[src/hdl/lpd_pkg.sv]
// Package for the streaming Levenshtein prefix distance block.
// Item types, configuration codes, sizing constants and the saturation helper.
// No dependencies.
package lpd_pkg;

    localparam int PATTERN_MAX     = 8;
    localparam int DIST_WIDTH      = 16;
    localparam int POS_WIDTH       = 16;
    localparam int TAP_WIDTH       = (PATTERN_MAX < 2) ? 1 : $clog2(PATTERN_MAX + 1);
    localparam int CFG_INDEX_WIDTH = 2;
    localparam int CFG_DATA_WIDTH  = 64;

    localparam logic [DIST_WIDTH-1:0] ENTRY_MAX = {DIST_WIDTH{1'b1}};
    localparam logic [POS_WIDTH-1:0]  POS_MAX   = {POS_WIDTH{1'b1}};

    typedef enum logic [CFG_INDEX_WIDTH-1:0] {
        CFG_PATTERN_CHARS  = 2'd0,
        CFG_PATTERN_LENGTH = 2'd1
    } cfg_index_t;

    typedef struct packed {
        logic [7:0] symbol;
        logic       first;
    } in_item_t;

    typedef struct packed {
        logic [15:0] distance;
        logic [15:0] prefix_length;
    } out_item_t;

    // One wavefront slot handed from a cell to its right neighbor.
    typedef struct packed {
        logic                  valid;
        logic [7:0]            symbol;
        logic                  first;
        logic [POS_WIDTH-1:0]  pos;
        logic [DIST_WIDTH-1:0] left;   // new entry of the sending cell
        logic [DIST_WIDTH-1:0] diag;   // entry of the sending cell before this byte
    } link_t;

    function automatic logic [DIST_WIDTH-1:0] sat_entry(input logic [31:0] v);
        logic [31:0] lim;
        lim = 32'(ENTRY_MAX);
        return (v > lim) ? ENTRY_MAX : v[DIST_WIDTH-1:0];
    endfunction

endpackage

[src/hdl/lpd_head.sv]
// Head of the cell chain: text position counter, entry zero of the column.
// Depends on lpd_pkg.
module lpd_head
    import lpd_pkg::*;
(
    input  logic     aclk,
    input  logic     aresetn,
    input  logic     en,
    input  logic     take,
    input  in_item_t item,
    output link_t    link_out
);

    logic [POS_WIDTH-1:0] pos_reg, pos_next;
    logic [POS_WIDTH-1:0] pos_old;
    link_t                link_reg, link_next;

    always_comb begin
        pos_old  = item.first ? '0 : pos_reg;
        pos_next = (pos_old < POS_MAX) ? pos_old + 1'b1 : pos_old;

        link_next.valid  = take;
        link_next.symbol = item.symbol;
        link_next.first  = item.first;
        link_next.pos    = pos_next;
        link_next.left   = sat_entry(32'(pos_next));
        link_next.diag   = sat_entry(32'(pos_old));
    end

    always_ff @(posedge aclk) begin
        if (!aresetn) begin
            pos_reg  <= '0;
            link_reg <= '0;
        end else if (en) begin
            link_reg <= link_next;
            if (take) begin
                pos_reg <= pos_next;
            end
        end
    end

    assign link_out = link_reg;

endmodule

[src/hdl/lpd_cell.sv]
// One column cell: holds entry cell_index of the DP column for one pattern char.
// Depends on lpd_pkg.
module lpd_cell
    import lpd_pkg::*;
(
    input  logic                 aclk,
    input  logic                 aresetn,
    input  logic                 en,
    input  logic [TAP_WIDTH-1:0] cell_index,
    input  logic [7:0]           pattern_char,
    input  link_t                link_in,
    output link_t                link_out
);

    logic [DIST_WIDTH-1:0] entry_reg, entry_next;
    logic [DIST_WIDTH-1:0] upper, best;
    link_t                 link_reg, link_next;

    always_comb begin
        // first byte of a text: own entry restarts at its index
        upper = link_in.first ? sat_entry(32'(cell_index)) : entry_reg;
        best  = (link_in.left < upper) ? link_in.left : upper;
        if (link_in.diag < best) begin
            best = link_in.diag;
        end
        if (pattern_char == link_in.symbol) begin
            entry_next = link_in.diag;
        end else if (best == ENTRY_MAX) begin
            entry_next = best;
        end else begin
            entry_next = best + 1'b1;
        end

        link_next.valid  = link_in.valid;
        link_next.symbol = link_in.symbol;
        link_next.first  = link_in.first;
        link_next.pos    = link_in.pos;
        link_next.left   = entry_next;
        link_next.diag   = upper;
    end

    always_ff @(posedge aclk) begin
        if (!aresetn) begin
            entry_reg <= sat_entry(32'(cell_index));
            link_reg  <= '0;
        end else if (en) begin
            link_reg <= link_next;
            if (link_in.valid) begin
                entry_reg <= entry_next;
            end
        end
    end

    assign link_out = link_reg;

endmodule

[src/hdl/levenshtein_prefix_distance.sv]
// Streaming Levenshtein distance of a short pattern to each text prefix.
// Top level: config registers, head, chain of lpd_cell, result tap.
// Depends on lpd_pkg, lpd_head, lpd_cell.
//
// Use:
//   - Config: write pattern_chars (index 0) and pattern_length (index 1) on
//     cfg_* while no items are in flight. cfg_ready is always high; other
//     indexes are dropped.
//   - Input: one text byte per item on s_*, with first set on the opening
//     byte of each text. Output: one item per byte on m_*, holding the
//     distance of the whole pattern to the prefix and the prefix length.
//   - Path: a byte passes the head register and then the register of each
//     cell in turn; its result is read from the stage of cell m (m = pattern
//     length, capped at PATTERN_MAX).
//   - Throughput: one item per cycle while not stalled; the chain is a
//     systolic wavefront, each cell taking a byte after its left neighbor.
//   - Stall: while m_valid is high and m_ready low the whole chain holds and
//     s_ready is low; nothing is lost or repeated.
//   - Reset: cell entries return to 1..PATTERN_MAX, text position to zero,
//     both config registers to zero, no items in flight.
module levenshtein_prefix_distance
    import lpd_pkg::*;
(
    input  logic                       aclk,
    input  logic                       aresetn,
    input  logic                       cfg_valid,
    output logic                       cfg_ready,
    input  logic [CFG_INDEX_WIDTH-1:0] cfg_index,
    input  logic [CFG_DATA_WIDTH-1:0]  cfg_data,
    input  logic                       s_valid,
    output logic                       s_ready,
    input  in_item_t                   s_item,
    output logic                       m_valid,
    input  logic                       m_ready,
    output out_item_t                  m_item
);

    logic [8*PATTERN_MAX-1:0] pattern_chars_reg;
    logic [3:0]               pattern_length_reg;
    logic [3:0]               length_capped;
    logic [TAP_WIDTH-1:0]     tap;
    logic                     en;
    logic                     take;
    link_t                    stage [PATTERN_MAX+1];
    link_t                    tap_link;
    logic [31:0]              dist_wide;

    // ---- configuration ----
    assign cfg_ready = 1'b1;

    always_ff @(posedge aclk) begin
        if (!aresetn) begin
            pattern_chars_reg  <= '0;
            pattern_length_reg <= '0;
        end else if (cfg_valid) begin
            unique case (cfg_index)
                CFG_PATTERN_CHARS:  pattern_chars_reg  <= cfg_data[8*PATTERN_MAX-1:0];
                CFG_PATTERN_LENGTH: pattern_length_reg <= cfg_data[3:0];
                default: ;
            endcase
        end
    end

    // ---- flow control: the chain moves as one ----
    assign en      = !m_valid || m_ready;
    assign s_ready = en;
    assign take    = s_valid && en;

    // ---- chain ----
    lpd_head u_head (
        .aclk     (aclk),
        .aresetn  (aresetn),
        .en       (en),
        .take     (take),
        .item     (s_item),
        .link_out (stage[0])
    );

    for (genvar i = 1; i <= PATTERN_MAX; i++) begin : g_cell
        lpd_cell u_cell (
            .aclk         (aclk),
            .aresetn      (aresetn),
            .en           (en),
            .cell_index   (TAP_WIDTH'(i)),
            .pattern_char (pattern_chars_reg[8*(i-1) +: 8]),
            .link_in      (stage[i-1]),
            .link_out     (stage[i])
        );
    end

    // ---- result tap at the stage of the last pattern char in use ----
    assign length_capped = (pattern_length_reg > 4'(PATTERN_MAX)) ? 4'(PATTERN_MAX)
                                                                  : pattern_length_reg;
    assign tap       = length_capped[TAP_WIDTH-1:0];
    assign tap_link  = stage[tap];
    assign dist_wide = 32'(tap_link.left);

    assign m_valid              = tap_link.valid;
    assign m_item.distance      = (dist_wide > 32'h0000_FFFF) ? 16'hFFFF : dist_wide[15:0];
    assign m_item.prefix_length = tap_link.pos;

    // ---- checks ----
    a_first_pos : assert property (@(posedge aclk) disable iff (!aresetn)
        take && s_item.first |=> stage[0].valid && stage[0].pos == 16'd1)
        else $error("head did not restart text position on first byte");

    a_pos_nonzero : assert property (@(posedge aclk) disable iff (!aresetn)
        m_valid |-> m_item.prefix_length != 16'd0)
        else $error("result with zero prefix length");

    a_dist_bound : assert property (@(posedge aclk) disable iff (!aresetn)
        m_valid |-> (m_item.distance <= m_item.prefix_length ||
                     m_item.distance <= 16'(length_capped)))
        else $error("distance exceeds longer of pattern and prefix");

    a_stall_hold : assert property (@(posedge aclk) disable iff (!aresetn)
        m_valid && !m_ready |=> m_valid && $stable(tap_link.left))
        else $error("chain moved while result was stalled");

endmodule
[config.mk]
export PLATFORM = sky130hd
export DESIGN_NAME = levenshtein_prefix_distance
export DESIGN_NICKNAME = d
export VERILOG_FILES = /design/src/hdl/lpd_pkg.sv /design/src/hdl/lpd_head.sv /design/src/hdl/lpd_cell.sv /design/src/hdl/levenshtein_prefix_distance.sv
export SDC_FILE = /design/constraint.sdc
export NUM_CORES = 2
export LEC_CHECK = 0
export BUFFER_PORTS_ARGS = -buffer_cell sky130_fd_sc_hd__buf_2
export CAP_MARGIN = 10
export CORE_UTILIZATION = 57
export CTS_BUF_LIST = sky130_fd_sc_hd__clkbuf_16
export DETAILED_ROUTE_END_ITERATION = 6
export GPL_TIMING_DRIVEN = 0
export PLACE_DENSITY = 0.82
export SYNTH_ARGS = -nofsm -noshare
export SYNTH_HDL_FRONTEND = slang
export SYNTH_HIERARCHICAL = 1
export SYNTH_SLANG_ARGS = --single-unit
export TNS_END_PERCENT = 10
[constraint.sdc]
create_clock -name aclk -period 16.4 [get_ports aclk]
set_input_delay 2.46 -clock aclk [delete_from_list [all_inputs] [get_ports aclk]]
set_output_delay 2.46 -clock aclk [all_outputs]
set_load 0.05 [all_outputs]
After elaboration in Yosys (flattened, before gate mapping). Cells that the tools add are included. Widths: inputs -> output; s select.

Output and inout port bits: 35. Logic and storage cells: 173. Input bits: 80. Register bits: 718.

Bitwise gates (word level): 1. Multiplexer cells: 47. Magnitude comparators: 20. Add/sub/neg operators: 9. Reduce and logical (&&, ||, !) cells: 15. Eq/ne operators: 17.

Operators with widths (number): $mux 16 (43); $lt 16x16->1 (16); $bmux 58 s4 (1); $add 16x1->16 const B (9); $eq 16x16->1 const B (8); $mux 58 (2); $eq 8x8->1 (8); $reduce_and 2->1 (11); $gt 16x16->1 const B (1); $lt 16x16->1 const B (1); $ge 5x5->1 const B (1); $not 4->5 (1); $gt 4x4->1 const B (1); $mux 4 (1); $eq 2x1->1 const B (1); $logic_not 2->1 (1); $logic_and 1x1->1 (1); $logic_not 1->1 (1); $logic_or 1x1->1 (1).

Longest topological paths before layout.
Depth in word-level cells: 10. Depth in mapped cells: 26.

By module. The synthesis kept the hierarchy.

Modules (own cells, without submodules): lpd_cell (g_cell[1].u_cell ...) (sequential area each 1521.5 um2, instances 4, area an instance 4946.0 um2, cells each 567); levenshtein_prefix_distance (sequential area each 1361.3 um2, instances 1, area an instance 5367.6 um2, cells each 647); lpd_cell (g_cell[7].u_cell) (sequential area each 1521.5 um2, instances 1, area an instance 5152.4 um2, cells each 629); lpd_cell (g_cell[8].u_cell) (sequential area each 1521.5 um2, instances 1, area an instance 5098.6 um2, cells each 618); lpd_cell (g_cell[2].u_cell) (sequential area each 1521.5 um2, instances 1, area an instance 4923.5 um2, cells each 587); lpd_cell (g_cell[3].u_cell) (sequential area each 1521.5 um2, instances 1, area an instance 4921.0 um2, cells each 593); lpd_head (sequential area each 1161.1 um2, instances 1, area an instance 2821.5 um2, cells each 324).

Worst setup path after synthesis. Ideal clock, no wire load.

Path type: in2out. Start: in m_ready. End: out s_ready. Path slack: 10.994 ns. Stages: 2. Arrival: 2.946 ns. Required time: 13.940 ns. Cells stage by stage: inv_1 -> nand2_1.

Longest elaborated chain between the ends: 1.

RTL lines: start, declared (RTL line levenshtein_prefix_distance.sv:34) `input logic m_ready,`; $logic_or 1x1->1 (RTL line levenshtein_prefix_distance.sv:65) `assign en = !m_valid || m_ready;`; end, declared (RTL line levenshtein_prefix_distance.sv:31) `output logic s_ready,`.

No other way between the ends.

Worst setup path in the final report.
Start: reg g_cell[6].u_cell.link_reg (netlist bit g_cell[6].u_cell/link_out[48]). End: reg g_cell[7].u_cell.entry_reg[2] (data pin).

Longest elaborated chain between the ends: 8. Elaborated cells on any way between the ends: 9. Those cells by class: 1 x add/sub; 2 x order compare; 1 x eq/ne; 5 x mux.

RTL lines: start, declared (RTL line lpd_cell.sv:17) `link_t link_reg, link_next;`; start signal, assigned (RTL line lpd_cell.sv:47) `link_reg <= link_next;`; $mux 16 * (RTL line lpd_cell.sv:21) `upper = link_in.first ? sat_entry(32'(cell_index)) : entry_reg;`; $lt 16x16->1 (RTL line lpd_cell.sv:22) `best = (link_in.left < upper) ? link_in.left : upper;`; $mux 16 * (RTL line lpd_cell.sv:22); $lt 16x16->1 (RTL line lpd_cell.sv:23) `if (link_in.diag < best) begin`; $mux 16 * (RTL line lpd_cell.sv:23); $add 16x1->16 or $eq 16x16->1 (tied branches) (RTL line lpd_cell.sv:31, lpd_cell.sv:28); $mux 16 * (RTL line lpd_cell.sv:28) `end else if (best == ENTRY_MAX) begin`; $mux 16 * (RTL line lpd_cell.sv:26) `if (pattern_char == link_in.symbol) begin`; end signal, assigned (RTL line lpd_cell.sv:44) `entry_reg <= sat_entry(32'(cell_index));`; end signal, assigned (RTL line lpd_cell.sv:49) `entry_reg <= entry_next;`; end, declared (RTL line lpd_cell.sv:15) `logic [DIST_WIDTH-1:0] entry_reg, entry_next;`.

Mark *: on every way between the ends. The rest lies on a longest branch, timed or not. A chain may end at the register's enable or synchronous reset.

==> results.json <==
{
  "status": "finished, final reports clean",
  "final.period_utilization_pct": 43.7,
  "globalRouteOverflowTotal": 0,
  "path_class": "reg2reg",
  "cts_root_buf": "clkbuf_16",
  "required_ns": 16.76,
  "avgRoutedWirePerCell_microns": 26.4,
  "max_freq_ghz": 0.139,
  "clk_path_buf_depth": 3,
  "pwr-share-clk_pct": 20.0,
  "grt_antenna_before_repair": 8,
  "max-cap-violations": 0,
  "hold_viol": 0,
  "antenna_left": 0,
  "dpl.cell_count": 6847,
  "irDropWorstVdd_uv": 255,
  "endpoint_kind": "register",
  "fp.dieW_microns": 290,
  "synth_warnings": 6,
  "crit_path_max_fanout": 10,
  "cp_cell_sequence": "buf_6, clkbuf_1, nor2b_1, inv_1, ha_1, and2_0, a221o_1, a211o_1, nor2_1, buf_2, nor2_1, a21oi_1, ha_1, a21oi_1, nand2_1, a221o_1, a21oi_1, o21ai_0, nor3_2, buf_2, o21ai_0, a221oi_1, a21oi_1",
  "die_height_microns": 290,
  "track_usage_pct": 42.3,
  "hold_ws_ns": 0.457,
  "cellLeakagePower_nw": 21.8,
  "setup_viol": 0,
  "relSlewSlack_pct": 11.9,
  "clock-sinks": 693,
  "crit_family": "compound AO/OA/AOI/OAI gates",
  "slew_viol_final": 0,
  "swShare_pct": 47.2,
  "htreeDepth": 3,
  "layout.cells.non_filler": 6987,
  "combPwrFrac_pct": 55.4,
  "dieArea_sq_mm": 0.0839,
  "vias": 46340,
  "rsz0062_at_grt": "no",
  "core_sq_mm": 0.0820,
  "insertion_delay_ns": 0.66,
  "p_int_w": 0.00462,
  "drive_gt1_share_pct": 9.40,
  "drt_iter0_markers": 5314,
  "drcViolationCount": 0,
  "start_util_pct": 57.5,
  "p_per_area_mw_per_mm2": 169,
  "dp_hpwl_microns": 144000,
  "setup-tns-final_ns": 0,
  "clk_pin_slew_ns": 0.07,
  "power.total_w": 0.00875,
  "tightest_slew_ns": 1.32,
  "fin_crit_ns": 7.17,
  "hp-class": "reg2reg",
  "grt_pass1_wl_microns": 268000,
  "syn_area_sq_mm": 0.0472,
  "cts-buffers-inserted": 77,
  "critical_path.slowest_cell": "a221oi_1",
  "syn_inst": 5585,
  "p_switching_w": 0.00413,
  "rows": 105,
  "cts_hold_buf": 0,
  "path_buf_inv": 5,
  "crit_path_max_incr_delay_ns": 0.57,
  "wl_microns": 184000,
  "cp-start-kind": "register",
  "cpMostUsedCell": "a21oi_1",
  "cts_setup_buffers": 0,
  "portBuffers": 113,
  "first_pass_iters": 6,
  "largest_register_ff_count": 439,
  "syn_avg_cell_area_sq_um": 8.45,
  "cts.repair.resized": 0,
  "seq_power_share_pct": 24.6,
  "fin_skew_ns": 0.0446,
  "area_growth_pct": 10.1,
  "place.gp.congestion": 1.05,
  "grt_pass1_vias": 42743,
  "cts_tree": "built",
  "cp_data_arrival_time_ns": 7.54,
  "fin_nets": 6161,
  "ios": 115,
  "vias_per_cell": 6.63,
  "grt_max_degree": 21
}
-- cells in the final DEF, fill, tap and decap left out, drive strengths merged, types with 21 or more instances in the layout --
cell type and n:
nor4 58, or2 21, a211oi 188, mux2 59, o211a 32, o211ai 26, clkinv 33, nor2 416
nor2b 354, a31oi 48, a211o 42, nand2 427, mux2i 545, conb 81, nand2b 32, a21boi 77
a21oi 330, and3 60, xor2 74, o31ai 81, buf 276, edfxtp 32, o22ai 23, ha 225
nand3b 61, o21a 37, inv 179, and4 31, nor3 64, a221oi 26, or3 31, and2 43
nand3 213, nand4 106, clkbuf 292, a21o 31, xnor2 50, o21ai 303, dfxtp 661
-- worst register-to-register path, delay by kind of cell (launching register included) --
kind,cells,cell delay (ns)
AO/OA/AOI/OAI,10,3.05
adder cells (fa/ha/maj),2,0.62
buffers and inverters,5,1.36
flip-flops,1,0.49
AND/OR/NAND/NOR,6,1.37
-- through the flow --
stage	area (sq um)	setup slack, ns	utilization [%]
after floorplan	47500	10.99	-
after global placement	49400	9.39	60.2
after detailed placement	49400	9.45	60.2
after CTS	51900	9.42	63.3
after global routing	51900	8.85	63.3
final	51900	9.23	63.3
-- cell type report --
class / count / area [sq um]
Antenna cell: 3 / 7.51
Inverter: 163 / 612
Fill cell: 7156 / 30100
Tap cell: 1070 / 1340
Clock inverter: 56 / 510
Sequential cell: 693 / 14200
Multi-Input combinational cell: 4434 / 30800
Clock buffer: 81 / 2030
Timing Repair Buffer: 113 / 566
Buffer: 374 / 1890
-- routing by layer --
layer / share of wire (%) / vias to the layer above / GRT usage, %
met3: 10 / 665 / 8.61
li1: - / 20941 / -
met5: 0.039 / - / 0
met1: 39 / 21938 / 53.1
met2: 44 / 2786 / 66.2
met4: 7.5 / 10 / 26.7
-- final timing paths --
check	start	endpoint	slack [ns]	cells past startpoint
worst min-delay path	g_cell[3].u_cell/entry_reg[8]$_SDFFE_PN0P_	g_cell[3].u_cell/entry_reg[8]$_SDFFE_PN0P_	0.46	2
worst min register to register	g_cell[3].u_cell/entry_reg[8]$_SDFFE_PN0P_	g_cell[3].u_cell/entry_reg[8]$_SDFFE_PN0P_	0.46	2
worst max register to register	g_cell[6].u_cell/link_out[48]$_SDFFE_PN0P_	g_cell[7].u_cell/entry_reg[2]$_DFFE_PP_	9.23	23
worst max-delay path	g_cell[6].u_cell/link_out[48]$_SDFFE_PN0P_	g_cell[7].u_cell/entry_reg[2]$_DFFE_PP_	9.23	23
-- power groups by stage --
stage,clock network (W),registers (W),logic (W)
after floorplan,0,0.00201,0.00348
after global placement,0,0.00216,0.00465
after detailed placement,0,0.00217,0.00466
after CTS,0.00175,0.00213,0.00469
after global routing,0.00182,0.00215,0.00511
final,0.00175,0.00215,0.00485
No activity file was read; power rests on OpenSTA's default activity.
